==> config.mk <==
export PLATFORM = sky130hd
export DESIGN_NAME = sha1_message_hasher_core
export DESIGN_NICKNAME = d
export VERILOG_FILES = /design/src/design/sha1mh_pkg.sv /design/src/design/sha1mh_sched.sv /design/src/design/sha1mh_round.sv /design/src/design/sha1_message_hasher_core.sv
export SDC_FILE = /design/constraint.sdc
export NUM_CORES = 2
export LEC_CHECK = 0
export ABC_AREA = 1
export BUFFER_PORTS_ARGS = -buffer_cell sky130_fd_sc_hd__buf_4
export CELL_PAD_IN_SITES_DETAIL_PLACEMENT = 0
export CELL_PAD_IN_SITES_GLOBAL_PLACEMENT = 1
export CORE_MARGIN = 10
export CORE_UTILIZATION = 45
export CTS_CLUSTER_DIAMETER = 30
export DETAILED_ROUTE_END_ITERATION = 7
export HOLD_SLACK_MARGIN = 0.12
export PLACE_DENSITY = 0.85
export SETUP_SLACK_MARGIN = 0.02
export SLEW_MARGIN = 15
export SYNTH_ARGS = -nofsm -noshare
export SYNTH_HDL_FRONTEND = slang
export SYNTH_SLANG_ARGS = --single-unit
==> constraint.sdc <==
create_clock -name clk -period 15.46 [get_ports clk]
set_input_delay 0.773 -clock clk [delete_from_list [all_inputs] [get_ports clk]]
set_output_delay 0.773 -clock clk [all_outputs]
set_load 0.02 [all_outputs]
==> src/design/sha1mh_pkg.sv <==
// ----------------------------------------------------------------------------
// sha1mh_pkg
// Shared types, constants and round helpers for the SHA-1 message hasher.
// ----------------------------------------------------------------------------
package sha1mh_pkg;

    localparam logic [31:0] K0       = 32'h5a82_7999;
    localparam logic [31:0] K1       = 32'h6ed9_eba1;
    localparam logic [31:0] K2       = 32'h8f1b_bcdc;
    localparam logic [31:0] K3       = 32'hca62_c1d6;
    localparam logic [31:0] PAD_WORD = 32'h8000_0000;

    localparam int BLOCK_WORDS = 16;
    localparam int ROUNDS      = 80;

    typedef logic [4:0][31:0] word5_t;

    localparam word5_t H_INIT = '{
        0: 32'h6745_2301,
        1: 32'hefcd_ab89,
        2: 32'h98ba_dcfe,
        3: 32'h1032_5476,
        4: 32'hc3d2_e1f0
    };

    typedef struct packed {
        logic [31:0] data_word;
        logic [2:0]  byte_count;
        logic        last;
    } msg_item_t;

    typedef struct packed {
        logic [31:0] digest_word;
        logic [2:0]  word_index;
        logic        last_word;
    } digest_item_t;

    typedef struct packed {
        logic        load;
        logic        step;
        logic [31:0] word;
    } sched_ctl_t;

    function automatic logic [31:0] lead_mask(input logic [2:0] n);
        logic [31:0] m;
        begin
            case (n)
                3'd0:    m = 32'h0000_0000;
                3'd1:    m = 32'hff00_0000;
                3'd2:    m = 32'hffff_0000;
                3'd3:    m = 32'hffff_ff00;
                default: m = 32'hffff_ffff;
            endcase
            return m;
        end
    endfunction

    function automatic logic [31:0] round_k(input logic [6:0] rnd);
        logic [31:0] k;
        begin
            if (rnd < 7'd20)
                k = K0;
            else if (rnd < 7'd40)
                k = K1;
            else if (rnd < 7'd60)
                k = K2;
            else
                k = K3;
            return k;
        end
    endfunction

    function automatic logic [31:0] round_f(input logic [6:0] rnd, input logic [31:0] b,
                                            input logic [31:0] c, input logic [31:0] d);
        logic [31:0] f;
        begin
            if (rnd < 7'd20)
                f = (b & c) | (~b & d);
            else if (rnd < 7'd40)
                f = b ^ c ^ d;
            else if (rnd < 7'd60)
                f = (b & c) | (b & d) | (c & d);
            else
                f = b ^ c ^ d;
            return f;
        end
    endfunction

endpackage

==> src/design/sha1mh_sched.sv <==
// ----------------------------------------------------------------------------
// sha1mh_sched
// Sixteen-word shift line holding the block and expanding the message schedule.
// ----------------------------------------------------------------------------
module sha1mh_sched (
    input  logic                   clk,
    input  sha1mh_pkg::sched_ctl_t ctl,
    output logic [31:0]            w
);

    logic [31:0] w_reg [sha1mh_pkg::BLOCK_WORDS];
    logic [31:0] mix;
    logic [31:0] expand;

    assign mix    = w_reg[13] ^ w_reg[8] ^ w_reg[2] ^ w_reg[0];
    assign expand = {mix[30:0], mix[31]};
    assign w      = w_reg[0];

    always_ff @(posedge clk)
    begin
        if (ctl.load || ctl.step)
        begin
            for (int i = 0; i < sha1mh_pkg::BLOCK_WORDS - 1; i++)
            begin
                w_reg[i] <= w_reg[i + 1];
            end
            w_reg[sha1mh_pkg::BLOCK_WORDS - 1] <= ctl.load ? ctl.word : expand;
        end
    end

endmodule

==> src/design/sha1mh_round.sv <==
// ----------------------------------------------------------------------------
// sha1mh_round
// One SHA-1 round: round function, constant and working-variable rotation.
// ----------------------------------------------------------------------------
module sha1mh_round (
    input  sha1mh_pkg::word5_t vars,
    input  logic [31:0]        w,
    input  logic [6:0]         rnd,
    output sha1mh_pkg::word5_t vars_next
);

    logic [31:0] a;
    logic [31:0] b;
    logic [31:0] c;
    logic [31:0] d;
    logic [31:0] e;
    logic [31:0] t;

    assign a = vars[0];
    assign b = vars[1];
    assign c = vars[2];
    assign d = vars[3];
    assign e = vars[4];

    assign t = {a[26:0], a[31:27]} + sha1mh_pkg::round_f(rnd, b, c, d) + e + w
             + sha1mh_pkg::round_k(rnd);

    always_comb
    begin
        vars_next[0] = t;
        vars_next[1] = a;
        vars_next[2] = {b[1:0], b[31:2]};
        vars_next[3] = c;
        vars_next[4] = d;
    end

endmodule

==> src/design/sha1_message_hasher_core.sv <==
// Flow: a data word is accepted only while idle; each full block then runs
// 80 rounds through the shared round unit, followed by a hash update.
// Last word: padding words are loaded and one or two block compressions run, then
// five digest words, one per cycle while the consumer is ready.
// Message words are not accepted while the single round unit compresses a block.
// Reset: asynchronous, active low; restores the initial hash and clears length.
// ----------------------------------------------------------------------------
// sha1_message_hasher_core
// SHA-1 hasher with padding sequencer, shared round unit and digest output.
// ----------------------------------------------------------------------------
module sha1_message_hasher_core (
    input  logic                     clk,
    input  logic                     rst_n,
    input  logic                     word_valid,
    output logic                     word_ready,
    input  sha1mh_pkg::msg_item_t    word_data,
    output logic                     digest_valid,
    input  logic                     digest_ready,
    output sha1mh_pkg::digest_item_t digest_data
);

    typedef enum logic [2:0] {
        S_IDLE,
        S_PAD,
        S_COMP,
        S_UPD,
        S_OUT
    } state_t;

    state_t             state_reg, state_next;
    logic [4:0]         fill_reg, fill_next;
    logic [6:0]         rnd_reg, rnd_next;
    logic [63:0]        bitlen_reg, bitlen_next;
    logic               fin_reg, fin_next;
    logic               pad_done_reg, pad_done_next;
    logic               len_hi_reg, len_hi_next;
    logic [2:0]         idx_reg, idx_next;
    sha1mh_pkg::word5_t hash_reg, hash_next;
    sha1mh_pkg::word5_t vars_reg;
    sha1mh_pkg::word5_t round_out;

    sha1mh_pkg::sched_ctl_t ctl;
    logic [31:0]            w_cur;

    logic [2:0]  cnt_sat;
    logic [2:0]  n_bytes;
    logic [31:0] acc_word;
    logic        acc_shift;
    logic        start_comp;

    sha1mh_sched u_sched (
        .clk (clk),
        .ctl (ctl),
        .w   (w_cur)
    );

    sha1mh_round u_round (
        .vars      (vars_reg),
        .w         (w_cur),
        .rnd       (rnd_reg),
        .vars_next (round_out)
    );

    assign cnt_sat   = (word_data.byte_count > 3'd4) ? 3'd4 : word_data.byte_count;
    assign n_bytes   = word_data.last ? cnt_sat : 3'd4;
    assign acc_shift = (n_bytes != 3'd0) || word_data.last;
    assign acc_word  = (word_data.data_word & sha1mh_pkg::lead_mask(n_bytes))
                     | ((word_data.last && (n_bytes != 3'd4))
                        ? (sha1mh_pkg::PAD_WORD >> {n_bytes, 3'b000}) : 32'h0);

    assign word_ready   = (state_reg == S_IDLE);
    assign digest_valid = (state_reg == S_OUT);

    always_comb
    begin
        digest_data.digest_word = hash_reg[idx_reg];
        digest_data.word_index  = idx_reg;
        digest_data.last_word   = (idx_reg == 3'd4);
    end

    always_comb
    begin
        state_next    = state_reg;
        fill_next     = fill_reg;
        rnd_next      = rnd_reg;
        bitlen_next   = bitlen_reg;
        fin_next      = fin_reg;
        pad_done_next = pad_done_reg;
        len_hi_next   = len_hi_reg;
        idx_next      = idx_reg;
        hash_next     = hash_reg;
        ctl           = '0;

        unique case (state_reg)
            S_IDLE:
            begin
                if (word_valid)
                begin
                    ctl.load      = acc_shift;
                    ctl.word      = acc_word;
                    fill_next     = fill_reg + {4'b0, acc_shift};
                    bitlen_next   = bitlen_reg + {58'b0, n_bytes, 3'b000};
                    fin_next      = word_data.last;
                    pad_done_next = word_data.last && (n_bytes != 3'd4);
                    rnd_next      = '0;
                    if (fill_next == 5'd16)
                        state_next = S_COMP;
                    else if (word_data.last)
                        state_next = S_PAD;
                end
            end
            S_PAD:
            begin
                ctl.load  = 1'b1;
                fill_next = fill_reg + 5'd1;
                rnd_next  = '0;
                if (!pad_done_reg)
                begin
                    ctl.word      = sha1mh_pkg::PAD_WORD;
                    pad_done_next = 1'b1;
                end
                else if (fill_reg == 5'd14)
                begin
                    ctl.word    = bitlen_reg[63:32];
                    len_hi_next = 1'b1;
                end
                else if ((fill_reg == 5'd15) && len_hi_reg)
                    ctl.word = bitlen_reg[31:0];
                else
                    ctl.word = 32'h0;
                if (fill_reg == 5'd15)
                    state_next = S_COMP;
            end
            S_COMP:
            begin
                ctl.step = 1'b1;
                rnd_next = rnd_reg + 7'd1;
                if (rnd_reg == 7'(sha1mh_pkg::ROUNDS - 1))
                    state_next = S_UPD;
            end
            S_UPD:
            begin
                for (int i = 0; i < 5; i++)
                begin
                    hash_next[i] = hash_reg[i] + vars_reg[i];
                end
                fill_next = '0;
                idx_next  = '0;
                if (!fin_reg)
                    state_next = S_IDLE;
                else if (len_hi_reg)
                    state_next = S_OUT;
                else
                    state_next = S_PAD;
            end
            S_OUT:
            begin
                if (digest_ready)
                begin
                    if (idx_reg == 3'd4)
                    begin
                        hash_next     = sha1mh_pkg::H_INIT;
                        bitlen_next   = '0;
                        fill_next     = '0;
                        fin_next      = 1'b0;
                        pad_done_next = 1'b0;
                        len_hi_next   = 1'b0;
                        idx_next      = '0;
                        state_next    = S_IDLE;
                    end
                    else
                        idx_next = idx_reg + 3'd1;
                end
            end
            default:
                state_next = S_IDLE;
        endcase
    end

    assign start_comp = (state_next == S_COMP) && (state_reg != S_COMP);

    always_ff @(posedge clk or negedge rst_n)
    begin
        if (!rst_n)
        begin
            state_reg    <= S_IDLE;
            fill_reg     <= '0;
            rnd_reg      <= '0;
            bitlen_reg   <= '0;
            fin_reg      <= 1'b0;
            pad_done_reg <= 1'b0;
            len_hi_reg   <= 1'b0;
            idx_reg      <= '0;
            hash_reg     <= sha1mh_pkg::H_INIT;
        end
        else
        begin
            state_reg    <= state_next;
            fill_reg     <= fill_next;
            rnd_reg      <= rnd_next;
            bitlen_reg   <= bitlen_next;
            fin_reg      <= fin_next;
            pad_done_reg <= pad_done_next;
            len_hi_reg   <= len_hi_next;
            idx_reg      <= idx_next;
            hash_reg     <= hash_next;
        end
    end

    // load working variables on entry, then advance one round per cycle
    always_ff @(posedge clk)
    begin
        if (start_comp)
            vars_reg <= hash_reg;
        else if (state_reg == S_COMP)
            vars_reg <= round_out;
    end

endmodule

======== Word-level counts from Yosys, hierarchy flattened ========
Memory sizes are Yosys's and may differ from the RTL's.
Cells that the tools add are included.
operators by class
  bitwise gates (word level) .............. 15
  shifts and indexed selects .............. 1
  muxes and demuxes ....................... 60
  $lt $le $gt $ge ......................... 5
  equality and inequality tests ........... 20
  add/sub/neg operators ................... 14
  reductions and logical operators ........ 22
operators with widths
  operator               number
  $mux 160               4
  $mux 32                12
  $pmux 160 s2           1
  $add 32x32->32         9
  $mux 64                3
  $and 32x32->32         5
  $xor 32x32->32         5
  $or 32x32->32          4
  $pmux 32 s4            1
  $pmux 64 s2            1
  $bmux 32 s3            1
  $add 64x6->64          1
  $pmux 32 s2            1
  $mux 3                 13
  $not 32->32            1
  $shr 32x6->32 const A  1
  $mux 31                1
  $pmux 7 s3             1
  $pmux 5 s4             1
  $eq 3x2->1 const B     5
  $mux 5                 3
  $pmux 3 s5             1
  $lt 7x6->1 const B     2
  $reduce_and 4->1       3
  30 further kinds       57
word-level totals
  word-level logic and storage cells ...... 156
  memories kept ........................... 1
  memory bits (writable) .................. 512
  bits in registers ....................... 405
memories
  name           depth  width  read ports  clocked after memory_dff  write ports  RTL line            text
  u_sched.w_reg  16     32     16          0                         16           sha1mh_sched.sv:11  logic [31:0] w_reg [sha1mh_pkg::BLOCK_WORDS];

======== Logic depth before layout (Yosys ltp) ========
  depth in word-level cells ............... 13
  gate-level depth with buffers ........... 26
  mapped depth without buffers ............ 25

======== Hierarchy ========
From an unflattened synthesis, not the netlist that was laid out.
unflattened totals
  cell total of the unflattened synthesis .. 7129
  area, all modules ....................... 57584.0 µm²
by module, submodules not included
  module                    cells an instance  times used  area each (µm²)
  sha1_message_hasher_core  4884               1           31840.5
  sha1mh_sched              1097               1           18001.0
  sha1mh_round              1148               1           7742.4

======== Least setup slack after synthesis ========
OpenSTA, ideal clock, no wires.
  path kind ............................... reg2reg
  start point ............................. reg fill_reg[1]
  end point ............................... reg vars_reg[0] in the netlist's numbering, enable pin
  setup time .............................. 901 ps
  path buffers ............................ 0
  data arrival time ....................... 12508 ps
  cell stages (with the launch flop) ...... 10
  required time ........................... 14559 ps
  setup slack ............................. 2051 ps
  cells stage by stage .................... dfrtp_1 -> ha_1 -> inv_1 -> nor3_1 -> ha_1 -> inv_1 -> nand3_1 -> nor2_1 -> nand2_1 -> o21ai_0
on the way
  longest elaborated chain between the ends .. 8
  elaborated cells on any way between the ends .. 10
  classes of those cells .................. add/sub (1); eq/ne (3); mux (4); reduce/logical (2)
ends and longest elaborated chain
  what                                    RTL line                         text
  start: declaration                      sha1_message_hasher_core.sv:31   logic [4:0] fill_reg, fill_next;
  start signal: assignment                sha1_message_hasher_core.sv:199  fill_reg <= fill_next;
  $add 5x1->5                             sha1_message_hasher_core.sv:101  fill_next = fill_reg + {4'b0, acc_shift};
  $eq 5x5->1                              sha1_message_hasher_core.sv:106  if (fill_next == 5'd16)
  $mux 3                                  sha1_message_hasher_core.sv:106
  $mux 3                                  sha1_message_hasher_core.sv:97   if (word_valid)
  $pmux 3 s5 (*)                          sha1_message_hasher_core.sv:94   unique case (state_reg)
  $eq 3x2->1 (*)                          sha1_message_hasher_core.sv:180  assign start_comp = (state_next == S_COMP) && (state_reg != S_COMP);
  $logic_and 1x1->1 (*)                   sha1_message_hasher_core.sv:180
  $reduce_bool 2->1 (no source line) (*)  --
  end signal: assignment                  sha1_message_hasher_core.sv:214  vars_reg <= hash_reg;
  end signal: assignment                  sha1_message_hasher_core.sv:216  vars_reg <= round_out;
  end: declaration                        sha1_message_hasher_core.sv:39   sha1mh_pkg::word5_t vars_reg;
Every way passes the cells marked *; elsewhere a longest branch is shown, timed or not.
A chain may end at the register's enable or synchronous reset.

======== Final worst setup path ========
  start point ............................. reg rnd_reg[4]
  end point ............................... reg vars_reg[27] in the netlist's numbering (data pin)
on the way
  longest elaborated chain between the ends .. 10
  elaborated cells on any way between the ends .. 20
  classes of those cells .................. add/sub (4); order compare (3); eq/ne (2); mux (10); reduce/logical (1)
ends and longest elaborated chain
  what                          RTL line                            text
  start: declaration            sha1_message_hasher_core.sv:32      logic [6:0] rnd_reg, rnd_next;
  start signal: assignment      sha1_message_hasher_core.sv:200     rnd_reg <= rnd_next;
  $lt 7x6->1                    sha1mh_pkg.sv:65, sha1mh_pkg.sv:81
  $mux 32                       sha1mh_pkg.sv:81                    else if (rnd < 7'd60)
  $mux 32                       sha1mh_pkg.sv:79                    else if (rnd < 7'd40)
  $mux 32                       sha1mh_pkg.sv:77                    if (rnd < 7'd20)
  $add 32x32->32 (3 in series)  sha1mh_round.sv:25                  assign t = {a[26:0], a[31:27]} + sha1mh_pkg::round_f(rnd, b, c, d) + e + w
  $add 32x32->32                sha1mh_round.sv:26                  + sha1mh_pkg::round_k(rnd);
  $mux 160                      sha1_message_hasher_core.sv:215     else if (state_reg == S_COMP)
  $mux 160 (*)                  sha1_message_hasher_core.sv:213     if (start_comp)
Every way passes the cells marked *; elsewhere a longest branch is shown, timed or not. The select of a mux whose other input is x is not followed.

==> impl_metrics.ini <==
[run_status]
outcome = complete, no violations

[yosys]
synth-edff-count = 672
async_flop_share = 0.2648
synth-xor-area-share = 0.02688
ys_top_cells_by_area = sky130_fd_sc_hd__edfxtp_1 38%, sky130_fd_sc_hd__nand2_1 11%, sky130_fd_sc_hd__dfrtp_1 7.6%
synth.largest_area_cell = sky130_fd_sc_hd__edfxtp_1
synth-compound-area-share = 0.1006
top_cell_type_s_share_of_synthesized_area = 0.3776
synth_fp_nets = 6530
post_synth_fa_ha_maj_area_fraction = 0.09449
post_synthesis_cell_area_mm2 = 0.05345
synth_top_family_by_area = simple AND/OR/NAND/NOR gates
synthesis.yosys.warnings = 0
synth_flop_cell = sky130_fd_sc_hd__edfxtp_1
post_synth.cell_area_avg_um2 = 8.673
post_synthesis_mux_area_share = 0
ys_seq_area_frac = 0.4928
synthSimpleGateAreaFrac = 0.2031
postSynthRegisterBits = 914
synth_cell_types = 53
netlist_instances = 6162

[routing]
postRouteAntennaNets = 0
vias = 44640
drcViolationCount = 0
drt-initial-drc-count = 5392
route.detailed.wl_per_inst_um = 23.45
routed_via_density = 5.543
routed_wl_um = 188800
drt_first_pass_iters = 6

[setup_path]
regToRegSetupSlack_ns = 9.16
critical_path_max_stage_delay_ns = 0.93
worstPathMaxFanout = 14
regToRegStartpoint = rnd_reg[4]
worstReg2RegEnd = vars_reg[27]
worst-setup-path-type = register to register
cp-end-kind = register
critPathSlowestCell = sky130_fd_sc_hd__nor2_1
critical_path.startpoint_type = register
cp_data_arrival_time_ns = 6.87
reg2regPathDepth = 23
cp_cell_sequence = nand2_1 > nor2_1 > nor2_1 > inv_1 > nor2_1 > buf_4 > inv_1 > o22ai_1 > nor2_1 > fa_1 > inv_1 > fa_1 > inv_1 > ha_1 > nand2_1 > nor2_1 > inv_1 > a21oi_1 > o21ai_0 > nand3_1 > nand2_1 > nand3_1 > nand2_1
required_worst_endpoint_ns = 16.02

[placement]
detailed_placement_hpwl_um = 141300
gpl.final_weighted_congestion = 0.9920
dpl-instance-area_mm2 = 0.05566
placed_cells = 7667
port_buffers = 77

[cts]
htreeDepth = 4
cts_buffers = 200
clkTransAtPathRegs_ns = 0.05
cts_resized = 0
max-clock-path-buffers = 3
clk_latency_ns = 0.84
clock_sinks = 914
cts_tree = done
clock-root-buffer = sky130_fd_sc_hd__clkbuf_16

[sta]
final_critical_period_ns = 6.304
final-setup-viol-count = 0
grt_setup_unrepaired = false
final_slew_violations = 0
fin_skew_ns = 0.08480
fin_crit_sh = 0.4078
fin_setup_tns_ns = 0
timing.max_slew.rel_slack = 0.1770
worst-slew-pin-transition_ns = 1.233
max_freq_mhz = 158.6
hold_viol_final = 0

[global_routing]
grt_util_all_layers = 0.2801
grt_pass1_wl_um = 275600
grt_max_degree = 189
first_global_vias = 41990
antenna_found_initial = 3
grt_remaining_overflow = 0

[final_layout]
post_route_cells_drive_above_1_share = 0.08785
flip_flop_count_of_the_largest_register_all_copies_and_words_added = 512
layout.nets = 6702
layout-area-overhead-vs-synth_pct = 17.39
finalInstanceArea_mm2 = 0.06274
layout.core_utilization = 0.5320
post_layout_nonfiller_instances = 8054

[hold_path]
hold_class = primary input to register
holdCritStartpoint = word_data[28]
hold-path-endpoint = u_sched.w_reg[7][56]
holdPathStages = 3

[floorplan]
fp.coreArea_mm2 = 0.1179
die_height_um = 364.6
io-pin-count = 78
rows = 126
dieWidth_um = 364.6
die_area_mm2 = 0.1330
starting_density = 0.4532

[power]
power_leakage_nw = 28.49
ir_worst_vdd_uv = 221.6
power_density_normalized_to_cell_area_mw_per_mm2 = 285.6

[run]
max-cap-violations = 0
## worst max-delay path by stage
stage	startpoint	to	slack, ns	depth (start not counted)
5_1_grt	rnd_reg[4]	vars_reg[26]	8.81	23
6_report	rnd_reg[4]	vars_reg[27]	9.16	23
4_1_cts	rnd_reg[4]	vars_reg[31]	9.38	23
3_3_place_gp	rnd_reg[4]	vars_reg[23]	9.48	22
2_1_floorplan	fill_reg[1]	vars_reg[0]	2.05	9
3_5_place_dp	rnd_reg[4]	vars_reg[23]	9.37	22
## stage by stage
step	hold slack (ns)	setup slack [ns]	power (mW)
after floorplan	0.4003	2.051	10.80
after global placement	0.4001	9.478	13.23
after detailed placement	0.4045	9.368	13.33
after CTS	0.1736	9.375	17.82
after global routing	0.2010	8.809	19.13
final	0.2187	9.156	17.92
## cells in the mapped netlist (all sizes together) (21+ instances only)
library cell  number
xnor2             78
dfrtp            162
inv             1008
buf               49
nor2             400
nand3            381
nand3b            21
dfstp             80
o22ai             63
clkbuf            89
nand4            103
nor3              68
xor2              86
ha               202
o21ai            490
a21oi            319
fa               126
nand2           1599
o211ai            40
o21bai            33
edfxtp           672
## cell usage in the layout, fill, tap and decap left out, types with 18 or more instances in the layout
cell                         Yosys  final
sky130_fd_sc_hd__dfrtp_1       162    161
sky130_fd_sc_hd__clkinv_4        0     21
sky130_fd_sc_hd__fa_1          126    126
sky130_fd_sc_hd__buf_4           6    103
sky130_fd_sc_hd__o21bai_1       33     33
sky130_fd_sc_hd__clkbuf_16       0    200
sky130_fd_sc_hd__nand3b_1       21     21
sky130_fd_sc_hd__nand4_1       103    103
sky130_fd_sc_hd__xnor2_1        78     78
sky130_fd_sc_hd__nand2_1      1598   1597
sky130_fd_sc_hd__clkinv_2        0     27
sky130_fd_sc_hd__clkinvlp_4      0     33
sky130_fd_sc_hd__a21oi_1       318    318
sky130_fd_sc_hd__inv_6           0     20
sky130_fd_sc_hd__o22ai_1        63     63
sky130_fd_sc_hd__bufinv_16       0     20
sky130_fd_sc_hd__ha_1          202    202
sky130_fd_sc_hd__xor2_1         86     86
sky130_fd_sc_hd__clkinv_1        2     18
sky130_fd_sc_hd__o21ai_1       110    110
sky130_fd_sc_hd__dfstp_2        80     80
sky130_fd_sc_hd__nor3_1         68     67
sky130_fd_sc_hd__nor2_1        396    395
sky130_fd_sc_hd__nand3_1       380    380
sky130_fd_sc_hd__o21ai_0       379    378
sky130_fd_sc_hd__edfxtp_1      672    672
sky130_fd_sc_hd__o211ai_1       40     40
sky130_fd_sc_hd__inv_1         999    997
## per-layer routing
metal | share of wire | vias up | GRT usage
met5 | 0.000058 | - | 0
met4 | 0.051 | 2 | 0.1293
met3 | 0.096 | 420 | 0.06385
met2 | 0.42 | 2161 | 0.4107
met1 | 0.43 | 21250 | 0.3920
li1 | - | 20810 | -
## power by group
group          internal, mW  leakage (nW)  switching, mW
Combinational          2.63          15.7           5.67
Clock                  2.80          3.33           1.55
Sequential             4.40          9.45          0.871
## worst max-delay path, delay by kind of cell (launching register included)
kind	cells	cell delay, ns
compound gates	3	0.48
fa+ha+maj	3	1.43
buf+inv	6	1.11
flops	1	0.44
simple gates	11	2.59
## layout make-up
| cell class | count | area, µm² |
|---|---|---|
| inverters | 1010 | 3799 |
| clock inverters | 155 | 1858 |
| clock buffers | 224 | 5195 |
| well taps | 1536 | 1922 |
| flip-flops and latches | 914 | 26340 |
| multi-input cells | 4100 | 22750 |
| repair buffers | 108 | 858.3 |
| diodes | 7 | 17.52 |
| fillers | 10750 | 55180 |
## cell families after synthesis
family,Yosys count
fa+ha+maj,328
flops,914
buf+inv,1148
compound gates,991
simple gates,2616
other cells,1
xor+xnor,164
## what timing repair did
item / 4_1_cts / 5_1_grt
endpoints found under the hold margin: 41 / 0
setup endpoints to repair: 0 / 0
hold buffers: 1 / 0
setup buffers: 0 / 0
Power figures use the tool's default switching activity.
